**src/hdl/jls_pkg.sv**
```systemverilog
// jls_pkg: shared types, codes and fixed-point helpers for the jacobi solver
// no dependencies
`timescale 1ns / 1ps
package jls_pkg;

	localparam int DW = 32;
	localparam int QW = 48;
	localparam int ACCW = 52;
	localparam int EMIT_MAX = 16;

	localparam logic [1:0] OP_LOAD_A = 2'd0;
	localparam logic [1:0] OP_LOAD_B = 2'd1;
	localparam logic [1:0] OP_START = 2'd2;

	localparam logic [1:0] REG_ORDER = 2'd0;
	localparam logic [1:0] REG_TOL = 2'd1;
	localparam logic [1:0] REG_LIMIT = 2'd2;

	localparam logic [4:0] ORDER_RST = 5'd16;
	localparam logic [15:0] TOL_RST = 16'd66;
	localparam logic [15:0] LIMIT_RST = 16'd50000;

	localparam logic [31:0] ONE_Q16 = 32'h0001_0000;
	localparam logic [31:0] ERR_SAT = 32'hFFFF_FFFF;

	typedef enum logic [4:0] {
		ST_IDLE,
		ST_DIAG_RD,
		ST_DIAG_CHK,
		ST_SING,
		ST_N_DRD,
		ST_N_DLAT,
		ST_N_ERD,
		ST_N_EDIV,
		ST_N_EWAIT,
		ST_INIT,
		ST_CHECK,
		ST_MAC,
		ST_DRAIN,
		ST_ERR,
		ST_ERR_FIN,
		ST_ERR_WAIT,
		ST_OUT
	} state_t;

	typedef struct packed {
		logic clear;
		logic init;
		logic copy;
		logic b_shift;
		logic p_shift;
		logic n_shift;
	} cell_ctrl_t;

	function automatic logic [31:0] mag32(input logic [31:0] v);
		logic [31:0] r;
		r = v[31] ? (~v + 32'd1) : v;
		return r;
	endfunction

	function automatic logic [31:0] sat_quot(input logic [QW-1:0] q, input logic neg);
		logic [31:0] r;
		if (!neg) begin
			r = (q > 48'h0000_7FFF_FFFF) ? 32'h7FFF_FFFF : q[31:0];
		end else begin
			r = (q > 48'h0000_8000_0000) ? 32'h8000_0000 : (~q[31:0] + 32'd1);
		end
		return r;
	endfunction

	function automatic logic [31:0] sat_acc(input logic [ACCW:0] v);
		logic [31:0] r;
		if (&v[ACCW:31] || ~|v[ACCW:31]) begin
			r = v[31:0];
		end else begin
			r = v[ACCW] ? 32'h8000_0000 : 32'h7FFF_FFFF;
		end
		return r;
	endfunction

endpackage

```
**src/hdl/jls_div.sv**
```systemverilog
// jls_div: restoring divider, one quotient bit per cycle
// depends on jls_pkg
`timescale 1ns / 1ps
module jls_div (
	input  logic                   clk,
	input  logic                   arst_n,
	input  logic                   start,
	input  logic [jls_pkg::QW-1:0] dividend,
	input  logic [jls_pkg::DW-1:0] divisor,
	output logic                   done,
	output logic [jls_pkg::QW-1:0] quotient
);
	import jls_pkg::*;

	logic          run_q;
	logic [5:0]    cnt_q;
	logic [DW:0]   rem_q;
	logic [QW-1:0] quo_q;
	logic [DW-1:0] dvs_q;
	logic [DW:0]   trial;
	logic          fit;

	always_comb begin
		trial = {rem_q[DW-1:0], quo_q[QW-1]};
		fit = trial >= {1'b0, dvs_q};
	end

	always_ff @(posedge clk or negedge arst_n) begin
		if (!arst_n) begin
			run_q <= 1'b0;
			cnt_q <= '0;
			done <= 1'b0;
		end else begin
			done <= 1'b0;
			if (start) begin
				run_q <= 1'b1;
				cnt_q <= 6'(QW - 1);
			end else if (run_q) begin
				if (cnt_q == '0) begin
					run_q <= 1'b0;
					done <= 1'b1;
				end else begin
					cnt_q <= cnt_q - 6'd1;
				end
			end
		end
	end

	always_ff @(posedge clk) begin
		if (start) begin
			rem_q <= '0;
			quo_q <= dividend;
			dvs_q <= divisor;
		end else if (run_q) begin
			rem_q <= fit ? (trial - {1'b0, dvs_q}) : trial;
			quo_q <= {quo_q[QW-2:0], fit};
		end
	end

	assign quotient = quo_q;

endmodule

```
**config.mk**
```make
export PLATFORM = sky130hd
export DESIGN_NAME = jls_div
export DESIGN_NICKNAME = d
export VERILOG_FILES = /design/src/hdl/jls_pkg.sv /design/src/hdl/jls_div.sv
export SDC_FILE = /design/constraint.sdc
export NUM_CORES = 1
export LEC_CHECK = 0
export BUFFER_PORTS_ARGS = -buffer_cell sky130_fd_sc_hd__buf_2
export CAP_MARGIN = 0
export CELL_PAD_IN_SITES_DETAIL_PLACEMENT = 1
export CELL_PAD_IN_SITES_GLOBAL_PLACEMENT = 1
export CORE_MARGIN = 2
export CORE_UTILIZATION = 47
export CTS_CLUSTER_DIAMETER = 150
export DETAILED_ROUTE_END_ITERATION = 10
export GPL_TIMING_DRIVEN = 0
export PLACE_DENSITY_LB_ADDON = 0.3
export SYNTH_ARGS = -nofsm -noshare
export SYNTH_HDL_FRONTEND = slang
export SYNTH_SLANG_ARGS = --single-unit
```
**constraint.sdc**
```tcl
create_clock -name clk -period 9.3 [get_ports clk]
set_clock_uncertainty 0.15 [all_clocks]
set_input_delay 0.93 -clock clk [delete_from_list [all_inputs] [get_ports clk]]
set_output_delay 0.93 -clock clk [all_outputs]
set_load 0.005 [all_outputs]
```
; Word level (Yosys, flattened, before mapping)
; Index checks and enable logic that the tools add are counted.
[word_totals]
mem_count = 0
mem_bits_rw = 0
romBits = 0
inputBits = 83
word_cells = 25
regBits = 120
latch_bits = 0
[classes]
n_mux = 12
add_sub_neg = 2
n_lt_le_gt_ge = 1
n_reduce_logical = 3
n_eq_ne = 1
shifts = 0
n_mul = 0
n_div = 0
n_bitwise = 0
[op_table]
columns = op, count
row1 = 48-bit 2-to-1 mux, 2
row2 = 33-bit by 32-bit greater-or-equal comparator with 1-bit output, 1
row3 = 32-bit 2-to-1 mux, 1
row4 = 32-bit subtractor, 1
row5 = 6-bit 2-to-1 mux, 3
row6 = 6-bit zero test, 1
row7 = 1-bit 2-to-1 mux, 6
row8 = 6-bit by 1-bit subtractor with 6-bit output (second input constant), 1
row9 = 2-bit inequality test (second input constant), 1
row10 = 2-bit AND reduction, 1
row11 = 2-bit nonzero test, 1

; Depth between registers and ports, before layout
[depth]
ltp_word = 4
ltp_mapped = 14

; Worst setup path before layout
; Ideal clock, no wire load.
[synth_path]
kind = reg2reg
from = register dvs_q[27]
to = register rem_q[21]
slack_ns = 6.268
synth_period_minus_slack_ns = 3.032
required_time_ns = 9.022
t_arrival_ns = 2.754
setup_time_ns = 0.128
path_stages_with_launch = 14
path_cell_list = edfxtp_1 -> inv_1 -> ha_1 -> buf_6 -> o21ai_2 -> a21oi_1 -> o31a_1 -> a311o_1 -> or4_1 -> o21ai_2 -> buf_6 -> mux2_2 -> mux2i_1 -> nor2_1
[synth_via]
elab_chain_len = 2
[synth_lines]
columns = item, line_no
row1 = start: declaration, jls_div.sv:19  ; logic [DW-1:0] dvs_q;
row2 = start signal: assignment, jls_div.sv:53  ; dvs_q <= divisor;
row3 = 33-bit by 32-bit greater-or-equal comparator with 1-bit output, jls_div.sv:25  ; fit = trial >= {1'b0, dvs_q};
row4 = 32-bit 2-to-1 mux, jls_div.sv:55  ; rem_q <= fit ? (trial - {1'b0, dvs_q}) : trial;
row5 = end signal: assignment, jls_div.sv:55
row6 = end: declaration, jls_div.sv:17  ; logic [DW:0] rem_q;
; Every way passes these cells.
; A chain may end at the register's enable or synchronous reset.

; Final worst setup path
[layout_path]
from = register dvs_q[14]
to = register rem_q[7]
; The elaborated chain is that of the path after synthesis.

==> results.yml <==
layout:
  finish.net_count: 901
  post_layout_nonfiller_instances: 975
  layout_common_cells: "buf_2, edfxtp_1, nor2_1"
  layout.core_utilization_pct: 58.9
  areaGrowthSynthToFinish_pct: 22.2
  final_layout_size_suffix_gt1_share_pct: 28.6
  most_common_cell_after_layout_fill_and_taps_aside: "buf_2"
  antenna_cells: 0
floorplan:
  placementRows: 43
  fp.coreArea_um2: 13900
  die_h_um: 123
  die_area_um2: 15200
  num_io_pins: 132
  start_util_pct: 48.1
  floorplan.die.width_um: 123
run:
  timing.max_cap.violations: 0
setup_path:
  worst-path-max-fanout: 10
  start_kind: "register"
  start_of_the_worst_register_to_register_path: "dvs_q[14]"
  critPathArrivalTime_ns: 3.88
  r2r_end: "rem_q[7]"
  timing.critical_path.to_type: "register"
  cells_on_worst_reg2reg_path: 13
  crit_type: "register to register"
  rrSetupSlack_ns: 5.60
  cp_data_required_time_ns: 9.48
detailed_routing:
  vias: 5467
  post-route-drc-count: 0
  drt_pre_antenna_iters: 4
  post_drt_wl_per_cell_um: 19.7
  dr.first_iter.drc_count: 239
  routed_wl_um: 19200
  vias_per_cell: 5.61
  antenna_violating_nets_post_route: 0
grt:
  globalRouteTotalUtil_pct: 26.8
  largest_net_degree_at_the_start_of_global_routing: 37
  grt_pass1_wl_um: 30800
  grtUsageMet2_pct: 47.6
  gr-total-overflow: 0
  grt_most_used_layer: "met2"
  globalRouteMet3Util_pct: 8.58
  gr-usage-met1_pct: 29.5
  initial_antenna_violation_count: 0
  first_global_vias: 6120
synthesis:
  netlist_area_um2: 6680
  synth_top_area_share_pct: 35.9
  synthCells: 632
  count_of_flip_flops_with_a_built_in_enable_after_synthesis: 80
  netlist.top_cell.by_area: "edfxtp_1"
  post_synth_num_cell_types: 60
  synth_seq_area_share_pct: 48.5
  top_cells_by_area_synth: "edfxtp_1, dfxtp_1, mux2_2"
  yosys_most_used_dff: "edfxtp_1"
  syn-mean-instance-area_um2: 10.6
  yosys_warning_count: 0
  synth.ff_latch_count: 120
  syn_nets: 750
  async_flop_share_pct: 6.67
cts:
  clk_pin_slew_ns: 0.06
  cts-root-to-sink-buffers: 2
  cts_tree: "yes"
  htree_levels: 4
  holdBufCountCts: 0
  post_cts.resized_instances: 0
  tritoncts_num_sinks: 120
  clk_latency_ns: 0.43
  buffers_inserted_during_post_cts_setup_optimization: 0
  numCtsBuffers: 17
  cts_root_buf: "clkbuf_16"
placement:
  dp_cells: 944
  port_buffers: 131
  gp_congestion: 0.888
  dp_hpwl_um: 13800
power_and_ir_drop:
  ir_worst_vdd_v: 0.000161
  total_power_mw: 1.45
  power_per_cell_area_nw_per_um2: 178
  p_leak_nw: 3.65
sta:
  fin_tns_setup_ns: 0
  timing.slew.headroom_pct: 32.5
  maximum_frequency_from_static_timing_analysis_mhz: 270
  report.final.slew_viol_count: 0
  period_minus_slack_ns: 3.70
  final-setup-viol-count: 0
  timing_worst_slew_pin_value_ns: 1.00
  timing_hold_violations_final: 0
  setup_repair_after_global_routing_missed_its_margin: "false"
  fin_crit_sh_pct: 39.8
run_status:
  status: "finished, final reports clean"
worst_hold_path:
  hold_class: "input port to async pin"
## layout make-up
class / count / area (um^2)
clock inverter: 12 / 153
clock buffer: 19 / 433
multi-input combinational: 440 / 3120
buffer: 29 / 160
inverter: 43 / 161
fill: 1577 / 5710
timing repair buffer: 132 / 676
tap: 180 / 225
sequential: 120 / 3240
## Yosys cell counts (18+ instances only)
cell,instances
inv_1,43
mux2_2,49
a211oi_1,22
a21oi_1,51
edfxtp_1,80
o21ai_0,22
clkbuf_1,18
nor2_1,64
xnor2_1,18
ha_1,34
dfxtp_1,32
nand2_1,32
## worst max path at each step
stage | startpoint | end | slack, ns
2_1_floorplan | dvs_q[27] | rem_q[21] | 6.27
3_3_place_gp | start | quotient[6] | 4.97
3_5_place_dp | start | quotient[6] | 5.65
4_1_cts | dvs_q[8] | rem_q[26] | 5.58
5_1_grt | dvs_q[14] | rem_q[7] | 5.36
6_report | dvs_q[14] | rem_q[7] | 5.60
## cell families after synthesis
kind of cell,after synthesis,synth area share (%)
and+or+nand+nor,163,11.3
adders and majority gates,35,6.67
muxes,60,9.90
DFF,120,48.5
buffers and inverters,72,4.81
xor gates and xnor gates,30,3.93
AOI/OAI and AO/OA,152,14.9
## worst max-delay path, stage by stage, from the launching register on
cell       delay, ns
edfxtp_1        0.33
inv_1           0.05
ha_1            0.26
clkbuf_1        0.29
nand2_1         0.12
o21ai_0         0.43
a211oi_1        0.21
a2111oi_2       0.67
o21ai_2         0.21
buf_6           0.20
buf_2           0.20
nor2_1          0.18
a21oi_1         0.07
a211oi_1        0.25
## stage by stage
| stage | cell area, um^2 | hold slack (ns) | setup slack, ns |
|---|---|---|---|
| finish | 8170 | 0.191 | 5.60 |
| global route | 8170 | 0.195 | 5.36 |
| CTS | 8170 | 0.187 | 5.58 |
| detailed placement | 7580 | 0.324 | 5.65 |
| global placement | 7560 | 0.311 | 4.97 |
| floorplan | 6680 | 0.286 | 6.27 |
## sequential cells by signal, summed over array words and instances, names as in the netlist
register and flops:
done 1, cnt_q 6, run_q 1, quotient 48, rem_q 32, dvs_q 32
## power by group
group	internal (mW)	leakage, nW	switching, mW
logic	0.0739	2.21	0.0813
registers	0.609	1.17	0.0186
clock network	0.419	0.277	0.250
total	1.10	3.65	0.350
## metal layers
layer,up-vias,share of wire (%),wire length [um]
li1,2598,-,-
met4,0,3.1,601
met2,174,51,9740
met5,-,0,0
met3,46,6.2,1190
met1,2649,40,7680
(Power assumes the default switching activity.)
