<file path="src/hdl/jls_pkg.sv">
// jls_pkg: shared types, codes and fixed-point helpers for the jacobi solver
// no dependencies
`timescale 1ns / 1ps
package jls_pkg;

	localparam int DW = 32;
	localparam int QW = 48;
	localparam int ACCW = 52;
	localparam int EMIT_MAX = 16;

	localparam logic [1:0] OP_LOAD_A = 2'd0;
	localparam logic [1:0] OP_LOAD_B = 2'd1;
	localparam logic [1:0] OP_START = 2'd2;

	localparam logic [1:0] REG_ORDER = 2'd0;
	localparam logic [1:0] REG_TOL = 2'd1;
	localparam logic [1:0] REG_LIMIT = 2'd2;

	localparam logic [4:0] ORDER_RST = 5'd16;
	localparam logic [15:0] TOL_RST = 16'd66;
	localparam logic [15:0] LIMIT_RST = 16'd50000;

	localparam logic [31:0] ONE_Q16 = 32'h0001_0000;
	localparam logic [31:0] ERR_SAT = 32'hFFFF_FFFF;

	typedef enum logic [4:0] {
		ST_IDLE,
		ST_DIAG_RD,
		ST_DIAG_CHK,
		ST_SING,
		ST_N_DRD,
		ST_N_DLAT,
		ST_N_ERD,
		ST_N_EDIV,
		ST_N_EWAIT,
		ST_INIT,
		ST_CHECK,
		ST_MAC,
		ST_DRAIN,
		ST_ERR,
		ST_ERR_FIN,
		ST_ERR_WAIT,
		ST_OUT
	} state_t;

	typedef struct packed {
		logic clear;
		logic init;
		logic copy;
		logic b_shift;
		logic p_shift;
		logic n_shift;
	} cell_ctrl_t;

	function automatic logic [31:0] mag32(input logic [31:0] v);
		logic [31:0] r;
		r = v[31] ? (~v + 32'd1) : v;
		return r;
	endfunction

	function automatic logic [31:0] sat_quot(input logic [QW-1:0] q, input logic neg);
		logic [31:0] r;
		if (!neg) begin
			r = (q > 48'h0000_7FFF_FFFF) ? 32'h7FFF_FFFF : q[31:0];
		end else begin
			r = (q > 48'h0000_8000_0000) ? 32'h8000_0000 : (~q[31:0] + 32'd1);
		end
		return r;
	endfunction

	function automatic logic [31:0] sat_acc(input logic [ACCW:0] v);
		logic [31:0] r;
		if (&v[ACCW:31] || ~|v[ACCW:31]) begin
			r = v[31:0];
		end else begin
			r = v[ACCW] ? 32'h8000_0000 : 32'h7FFF_FFFF;
		end
		return r;
	endfunction

endpackage

</file>
<file path="src/hdl/jls_cell.sv">
// jls_cell: one solution entry, holding b, previous x and next x
// depends on jls_pkg; chained by the top level
`timescale 1ns / 1ps
module jls_cell (
	input  logic                   clk,
	input  logic                   arst_n,
	input  jls_pkg::cell_ctrl_t    ctrl,
	input  logic                   tail,
	input  logic [jls_pkg::DW-1:0] b_nb,
	input  logic [jls_pkg::DW-1:0] p_nb,
	input  logic [jls_pkg::DW-1:0] n_nb,
	input  logic [jls_pkg::DW-1:0] b_feed,
	input  logic [jls_pkg::DW-1:0] p_feed,
	input  logic [jls_pkg::DW-1:0] n_feed,
	output logic [jls_pkg::DW-1:0] b_val,
	output logic [jls_pkg::DW-1:0] p_val,
	output logic [jls_pkg::DW-1:0] n_val
);
	import jls_pkg::*;

	logic [DW-1:0] b_q, p_q, n_q;

	always_ff @(posedge clk) begin
		if (ctrl.b_shift) begin
			b_q <= tail ? b_feed : b_nb;
		end
	end

	always_ff @(posedge clk or negedge arst_n) begin
		if (!arst_n) begin
			p_q <= '0;
			n_q <= '0;
		end else if (ctrl.clear) begin
			p_q <= '0;
			n_q <= '0;
		end else if (ctrl.init) begin
			p_q <= b_q;
			n_q <= b_q;
		end else if (ctrl.copy) begin
			p_q <= n_q;
		end else begin
			if (ctrl.p_shift) begin
				p_q <= tail ? p_feed : p_nb;
			end
			if (ctrl.n_shift) begin
				n_q <= tail ? n_feed : n_nb;
			end
		end
	end

	assign b_val = b_q;
	assign p_val = p_q;
	assign n_val = n_q;

endmodule

</file>
<file path="config.mk">
export PLATFORM = sky130hd
export DESIGN_NAME = jls_cell
export DESIGN_NICKNAME = d
export VERILOG_FILES = /design/src/hdl/jls_pkg.sv /design/src/hdl/jls_cell.sv
export SDC_FILE = /design/constraint.sdc
export NUM_CORES = 1
export LEC_CHECK = 0
export ABC_AREA = 1
export BUFFER_PORTS_ARGS = -buffer_cell sky130_fd_sc_hd__buf_2
export CORE_AREA = 3 3 114 116
export CTS_CLUSTER_SIZE = 10
export DETAILED_ROUTE_END_ITERATION = 12
export DIE_AREA = 0 0 117 119
export GPL_TIMING_DRIVEN = 0
export PLACE_DENSITY_LB_ADDON = 0.25
export SYNTH_ARGS = -nofsm -noshare
export SYNTH_HDL_FRONTEND = slang
export SYNTH_SLANG_ARGS = --single-unit
</file>
<file path="constraint.sdc">
create_clock -name clk -period 1.5 [get_ports clk]
set_clock_uncertainty 0.2 [all_clocks]
set_input_delay 0.075 -clock clk [delete_from_list [all_inputs] [get_ports clk]]
set_output_delay 0.075 -clock clk [all_outputs]
set_load 0.1 [all_outputs]
</file>
# --- Word-level counts from Yosys, hierarchy flattened ---
# Cells that the tools add are included.
word_totals:
  regBits: 96
  input_bits: 201
  output_inout_bits: 96
  word_cells: 18
op_classes:
  n_eq_ne: 1
  mux: 11
  n_reduce_logical: 3
op_table:
  columns: ["cell", "n"]
  rows:
  - ["two-way mux 32 bit", 11]
  - ["nonzero test 4 bit", 1]
  - ["inequality test 3 x 1 -> 1 bit, second input constant", 1]
  - ["nonzero test 3 bit", 1]
  - ["AND reduction 2 bit", 1]

# --- Depth between registers and ports, before layout ---
# Gate-level depths: netlist (run 1).
logic_depth:
  ltp_word: 5
  ltp_mapped: 9
  ltp_nobuf: 7

# --- Worst setup path before layout (run 1) ---
# No wires, ideal clock.
synth_path:
  kind: "register to register"
  startpoint: "register n_q[0], in the netlist n_val[0]"
  endpoint: "register p_q[0], in the netlist p_val[0]"
  setup_ns: 0.068
  arrival_ns: 1.332
  slack_ns: -0.100
  path_stages_with_launch: 7
  n_path_buf: 0
  synth_period_minus_slack_ns: 1.600
  cell_sequence: "dfrtp_1 -> inv_1 -> a21oi_1 -> nand2_1 -> nand2_1 -> nand2_1 -> nand2_1"
synth_via:
  elab_chain_len: 3
synth_rtl:
  columns: ["element", "line", "source"]
  rows:
  - ["start: declaration", "jls_cell.sv:21", "logic [DW-1:0] b_q, p_q, n_q;"]
  - ["start signal: assignment", "jls_cell.sv:38", "n_q <= b_q;"]
  - ["start signal: assignment", "jls_cell.sv:46", "n_q <= tail ? n_feed : n_nb;"]
  - ["two-way mux 32 bit", "jls_cell.sv:39", "end else if (ctrl.copy) begin"]
  - ["two-way mux 32 bit", "jls_cell.sv:36", "end else if (ctrl.init) begin"]
  - ["two-way mux 32 bit", "jls_cell.sv:33", "end else if (ctrl.clear) begin"]
  - ["end signal: assignment", "jls_cell.sv:37", "p_q <= b_q;"]
  - ["end signal: assignment", "jls_cell.sv:40", "p_q <= n_q;"]
  - ["end signal: assignment", "jls_cell.sv:43", "p_q <= tail ? p_feed : p_nb;"]
  - ["end: declaration", "jls_cell.sv:21", null]
# Every way passes these cells.
# A chain may end at the register's enable or synchronous reset.

# --- Final worst setup path (run 1) ---
layout_path:
  startpoint: "register n_q[27], in the netlist n_val[27]"
  endpoint: "output port n_val[27] in the netlist's numbering"
layout_lines:
  columns: ["element", "line", "source"]
  rows:
  - ["end: declaration", "jls_cell.sv:17", "output logic [jls_pkg::DW-1:0] n_val"]
# No word-level cell between the ends.

==> flow_summary_export.csv, run 1 <==
group,metric,value,unit
min_path,whs_path_depth,6,
placement,place.gp.congestion,0.9446,
clock_tree,cts_buffers,9,
worst_setup_path,cp-start-kind,"register",
min_path,min-delay-start,"ctrl[3]",
floorplanning,dieHeight,119,um
power,p_leak,5.128,nW
power,power.switching,3.959,mW
drt,drt_first_pass_iters,8,
sta,setup_violations,0,
power,clkPwrFrac,25.3,%
drt,drc,0,
clock_tree,cts_sinks,96,
floorplanning,die-width,117,um
logic_synthesis,synthMuxAreaShare,0,%
logic_synthesis,synthesis.instances,799,
worst_setup_path,cp_num_buf_inv,1,
drt,num_vias,8098,
placement,numPortBuffers,294,
floorplanning,start_util,45.93,%
drt,drt-vias-per-instance,5.547,
drt,wl,27630,um
power,power_frac_comb,40.5,%
global_route,grt_pass1_vias,8369,
worst_setup_path,r2r-start,"n_val[30]",
worst_setup_path,crit_chain,"buf_2",
floorplanning,dieArea,13920,um^2
floorplanning,core_area,12010,um^2
logic_synthesis,synth_top_family_by_area,"simple AND/OR/NAND/NOR gates",
layout,final_cell_mix,"416 x nand2_1, 318 x buf_2, 198 x dlygate4sd3_1, 64 x nand3_1, 34 x inv_1",
placement,dp_slack,14.08,ps
sta,fmaxAchievable,0.6740,GHz
job,cap_violations,0,
drt,drtIter0Drc,1002,
worst_setup_path,critPathKind,"reg -> out",
global_route,grt_usage,39.60,%
power,ir_worst_vdd,691.3,uV
worst_setup_path,rrSetupSlack,290,ps
worst_setup_path,rr_endpoint,"p_val[30]",
drt,wl_per_cell,18.93,um
logic_synthesis,synth_fa_ha_area_share,0,%
layout,drive_above_1_share,30.18,%
power,switching_share,42.96,%
layout,fin_nets,1505,
power,p_per_area,964.3,nW/um^2
clock_tree,clk-insertion-delay-late,360,ps
logic_synthesis,synth_compound_area_share,9.163,%
global_route,grt_overflow,0,
logic_synthesis,synth_fp_nets,1000,
worst_setup_path,path_max_fanout,3,
status,status,"finished, final reports clean",
sta,post-route-min-period,1484,ps
clock_tree,clock-root-buffer,"clkbuf_16",
layout,final_core_utilization,79.56,%
worst_setup_path,slowest_delay,450,ps
logic_synthesis,ys_seq_elements,96,
worst_setup_path,endpoint_kind,"output pin",
power,p_seq_share,34.1,%
global_route,grt_max_degree,65,
clock_tree,cts_tree,"done",
logic_synthesis,syn_area_per_cell,6.904,um^2
min_path,holdCritPathClass,"in -> reg",
floorplanning,ios,297,
worst_setup_path,worst_r2r_path_depth,6,
sta,worst_pin_slew,855.4,ps
clock_tree,cts_buffer_depth,2,
logic_synthesis,synth-xor-area-share,0,%
sta,hold_viol_final,0,
worst_setup_path,slowest_stage,"buf_2",
sta,slew_viol_final,0,
layout,nFillCells,753,
logic_synthesis,ys_seq_area_share,46.45,%
layout,area_delta_synth_final,73.24,%
global_route,antenna_found_initial,2,
logic_synthesis,synth_warnings,0,
sta,slew-limit-headroom,42.97,%
sta,fin_ws,16.41,ps
worst_setup_path,worstPathArrival,1210,ps
worst_setup_path,crit_family,"buffers and inverters",
worst_setup_path,worstPathRequired,1220,ps
placement,dp_hpwl,15840,um
logic_synthesis,synth_area,5517,um^2
sta,rsz0062_at_grt,"false",
logic_synthesis,synth.distinct_cells,19,
global_route,grt_pass1_wl,42230,um
clock_tree,htree_levels,3,
sta,post-route-period-util,98.91,%
min_path,holdPathEnd,"p_val[31]",
logic_synthesis,synthSimpleGateAreaFrac,36.67,%
clock_tree,clk_pin_slew,60,ps
power,power.internal,5.256,mW
layout,final_common_cell,"nand2_1",
drt,ant_nets,0,
floorplanning,rows,40,
## metrics by stage
step           setup TNS (ps)  instance area (um^2)  total power [mW]  hold slack, ps  instances
6_report                    0                  9557             9.215           21.90       1460
5_1_grt                     0                  9552             9.506           52.94       1458
4_1_cts                     0                  9484             9.043           4.274       1454
3_5_place_dp                0                  7214             6.351           33.23       1240
3_3_place_gp           -12540                  7212             6.330           137.2       1240
2_1_floorplan           -1257                  5557             5.521          -420.6        799
## repair_timing
| item | CTS | global route |
|---|---|---|
| hold buffers | 198 | 1 |
| resized for setup | 2 | 18 |
| hold endpoints to repair | 160 | 1 |
| setup endpoints to repair | 2 | 46 |
| setup buffers | 0 | 2 |
| pin swaps | 0 | 1 |
| gates cloned | 0 | 0 |
## worst reg2reg max path, delay by kind of cell, from the launching register on
kind / cells / cell delay (ps)
simple gates: 4 / 360
flops: 1 / 420
compound gates: 1 / 70
buf+inv: 1 / 60
## per-layer routing
| layer | up-vias | global-route usage, % | routed length, um |
|---|---|---|---|
| met1 | 3584 | 43.78 | 9463 |
| met5 | - | 0 | 0 |
| met3 | 221 | 10.67 | 3047 |
| li1 | 3536 | - | - |
| met2 | 757 | 64.58 | 12890 |
| met4 | 0 | 28.10 | 2227 |
## cells by family after synthesis
| logic type | Yosys count |
|---|---|
| compound gates | 98 |
| buf+inv | 90 |
| flops | 96 |
| simple gates | 515 |
## sequential cells by signal, indices dropped and copies added (netlist names)
name / count
b_val: 32
n_val: 32
p_val: 32
## layout make-up
cell class | instances | area (um^2) | area share, %
antenna | 4 | 10.01 | 0.1047
buffer | 53 | 316.6 | 3.312
clock buffer | 12 | 236.5 | 2.474
clock inverter | 4 | 46.29 | 0.4844
inverter | 37 | 138.9 | 1.453
multi-input combinational | 613 | 2531 | 26.49
sequential | 96 | 2603 | 27.23
tap | 147 | 183.9 | 1.925
timing repair buffer | 494 | 3491 | 36.53
## power by group through the flow
stage	Sequential [mW]	Clock [mW]	Combinational (mW)
2_1_floorplan	4.84	0	0.679
3_3_place_gp	3.17	0	3.16
3_5_place_dp	3.18	0	3.18
4_1_cts	3.13	2.33	3.59
5_1_grt	3.17	2.43	3.91
6_report	3.15	2.33	3.74
## worst max path at each step
stage                     startpoint        end  depth (start not counted)
final                      n_val[27]  n_val[27]                          1
after global routing       b_val[15]  b_val[15]                          1
after global placement        arst_n  n_val[25]                          1
after CTS                  p_val[28]  p_val[28]                          1
after detailed placement        tail  n_val[23]                          6
after floorplan            b_val[10]  n_val[10]                          4
## synthesized netlist by cell type
cell type	n	area (um^2)
a21oi_1	32	160.2
a21oi_2	1	8.760
a21oi_4	1	16.27
buf_2	39	195.2
buf_4	4	30.03
buf_6	3	33.78
clkbuf_1	6	22.52
clkbuf_2	1	5.000
dfrtp_1	64	1602
edfxtp_1	32	960.9
inv_1	34	127.6
inv_2	3	11.26
nand2_1	417	1565
nand3_1	64	320.3
nor2_1	32	120.1
nor2_2	1	6.260
nor2_4	1	11.26
o21ai_0	49	245.2
o21ai_1	15	75.07
Power figures use the tool's default switching activity.
==> inputs of run 2 (changes only) <==
--- a/config.mk
+++ b/config.mk
@@ -12,7 +12,7 @@
 export DETAILED_ROUTE_END_ITERATION = 12
 export DIE_AREA = 0 0 117 119
 export GPL_TIMING_DRIVEN = 0
-export PLACE_DENSITY_LB_ADDON = 0.25
+export PLACE_DENSITY_LB_ADDON = 0.2
 export SYNTH_ARGS = -nofsm -noshare
 export SYNTH_HDL_FRONTEND = slang
 export SYNTH_SLANG_ARGS = --single-unit
==> run 2 against run 1 <==
Compared with the run above:
- clock power grew 9.4%
- routed wire length fell by 1.7%
- fmax rose by 0.94%
- critical path depth did not move
- via count decreased by 2.3%
- combinational power is essentially flat
- largest power group unchanged
==> flow_summary_export.csv, run 2 (synthesis gave the netlist of run 1 again) <==
group,metric,value,unit
worst_setup_path,worst_r2r_path_depth,6,
sta,setup_violations,0,
floorplanning,dieArea,13920,um^2
sta,slew-limit-headroom,42.14,%
clock_tree,clock-root-buffer,"clkbuf_16",
global_route,grt_max_degree,65,
clock_tree,clk-insertion-delay-late,340,ps
layout,final_cell_mix,"416 x nand2_1, 324 x buf_2, 193 x dlygate4sd3_1, 64 x nand3_1, 34 x inv_1",
sta,post-route-min-period,1470,ps
status,status,"finished, final reports clean",
global_route,grt_pass1_wl,40400,um
sta,rsz0062_at_grt,"true",
drt,wl,27170,um
sta,fmaxAchievable,0.6804,GHz
drt,highest_layer,"met4",
worst_setup_path,path_max_fanout,2,
clock_tree,cts_buffers,9,
sta,worst_pin_slew,867.9,ps
floorplanning,start_util,45.93,%
job,cap_violations,0,
worst_setup_path,crit_chain,"buf_2",
placement,numPortBuffers,294,
global_route,grt_usage,37.42,%
worst_setup_path,worstPathRequired,1220,ps
worst_setup_path,critPathKind,"reg -> out",
drt,drt_first_pass_iters,6,
clock_tree,htree_levels,3,
layout,fin_cells,1452,
placement,dp_hpwl,15800,um
sta,slew_viol_final,0,
worst_setup_path,crit_family,"buffers and inverters",
drt,dr_wl_met2,12700,um
power,ir_worst_vdd,548.4,uV
floorplanning,rows,40,
drt,drtIter0Drc,906,
placement,placed_cell_area,7214,um^2
floorplanning,die-width,117,um
drt,drt-vias-per-instance,5.449,
clock_tree,cts_tree,"done",
global_route,grt_pass1_vias,7864,
worst_setup_path,slowest_stage,"buf_2",
layout,fin_nets,1500,
clock_tree,cts_sinks,96,
drt,wl_met1,9721,um
placement,place.gp.congestion,0.9421,
layout,final_common_cell,"nand2_1",
worst_setup_path,rr_endpoint,"p_val[4]",
global_route,grt_overflow,0,
layout,final_cell_area,9523,um^2
worst_setup_path,endpoint_kind,"output pin",
clock_tree,cts_buffer_depth,2,
power,p_leak,5.127,nW
drt,num_vias,7912,
min_path,min-delay-start,"p_feed[13]",
worst_setup_path,slowest_delay,460,ps
worst_setup_path,cp_num_buf_inv,1,
layout,drive_above_1_share,30.44,%
worst_setup_path,r2r-start,"n_val[4]",
min_path,holdPathEnd,"p_val[13]",
worst_setup_path,rrSetupSlack,340,ps
global_route,antenna_found_initial,1,
worst_setup_path,worstPathArrival,1190,ps
layout,area_delta_synth_final,72.62,%
drt,wl_per_cell,18.71,um
floorplanning,core_area,12010,um^2
sta,post-route-period-util,97.98,%
min_path,whs_path_depth,7,
floorplanning,dieHeight,119,um
drt,ant_nets,0,
power,p_per_area,988.4,nW/um^2
drt,wl_met3,3110,um
min_path,holdCritPathClass,"in -> reg",
sta,tns,0,ps
drt,drc,0,
placement,dp.cells,1240,
worst_setup_path,cp-start-kind,"register",
sta,whs,32.41,ps
sta,hold_viol_final,0,
floorplanning,ios,297,
clock_tree,clk_pin_slew,70,ps
## run 2: changes by cell type in the layout (fill, tap and decap cells not counted)
cell,delta
bufinv_16,+1
dlygate4sd3_1,-5
clkbuf_4,-3
buf_2,+6
clkinv_1,-1
diode_2,-3
clkbuf_8,+2
buf_4,-3
buf_6,+1
clkinvlp_4,-1
clkbuf_1,-1
buf_8,-1
## run 2: report_power, final
group | switching [mW] | leakage (nW) | internal [mW] | total, mW
logic | 2.74 | 3.86 | 0.974 | 3.71
clock network | 0.999 | 0.160 | 1.55 | 2.55
registers | 0.171 | 1.11 | 2.98 | 3.15
## run 2: final cells by class
type | instances | area [um^2]
multi-input combinational | 613 | 2531
fill | 774 | 2489
clock inverter | 3 | 65.06
sequential | 96 | 2603
inverter | 37 | 138.9
timing repair buffer | 489 | 3423
antenna | 1 | 2.502
buffer | 53 | 315.3
clock buffer | 13 | 260.3
tap | 147 | 183.9
## run 2: how the worst max path moves through the flow
stage | slack [ps] | cells after the start | startpoint | endpoint
global placement | -250 | 1 | arst_n | n_val[23]
detailed placement | -3 | 6 | tail | b_val[11]
finish | 30 | 1 | b_val[31] | b_val[31]
floorplan | -30 | 4 | b_val[10] | n_val[10]
global route | -20 | 6 | ctrl[5] | p_val[16]
CTS | 30 | 1 | b_val[10] | b_val[10]
## run 2: repair_timing
action | CTS | global route
endpoints found under the hold margin | 158 | 2
endpoints found under the setup margin | 0 | 48
hold buffers | 193 | 2
resized for setup | 0 | 12
buffers inserted | 0 | 2
## run 2: routing by layer
| layer | GRT usage, % | up-vias |
|---|---|---|
| met5 | 0 | - |
| met3 | 7.520 | 170 |
| met4 | 21.08 | 0 |
| li1 | - | 3524 |
| met1 | 44.94 | 3533 |
| met2 | 61.63 | 685 |
## run 2: worst reg2reg max path, delay by kind of cell (launching register included)
| family | cells | cell delay, ps |
|---|---|---|
| AO/OA/AOI/OAI | 1 | 60 |
| AND/OR/NAND/NOR | 4 | 310 |
| flip-flops | 1 | 420 |
| buffers and inverters | 1 | 60 |
## run 2: stage by stage
stage	total power [mW]	setup slack, ps	util, %
2_1_floorplan	5.521	-32.21	-
3_3_place_gp	6.337	-254.1	60.04
3_5_place_dp	6.358	-2.602	60.06
4_1_cts	9.245	30.32	78.85
5_1_grt	9.682	-21.32	79.28
6_report	9.412	30.27	79.28
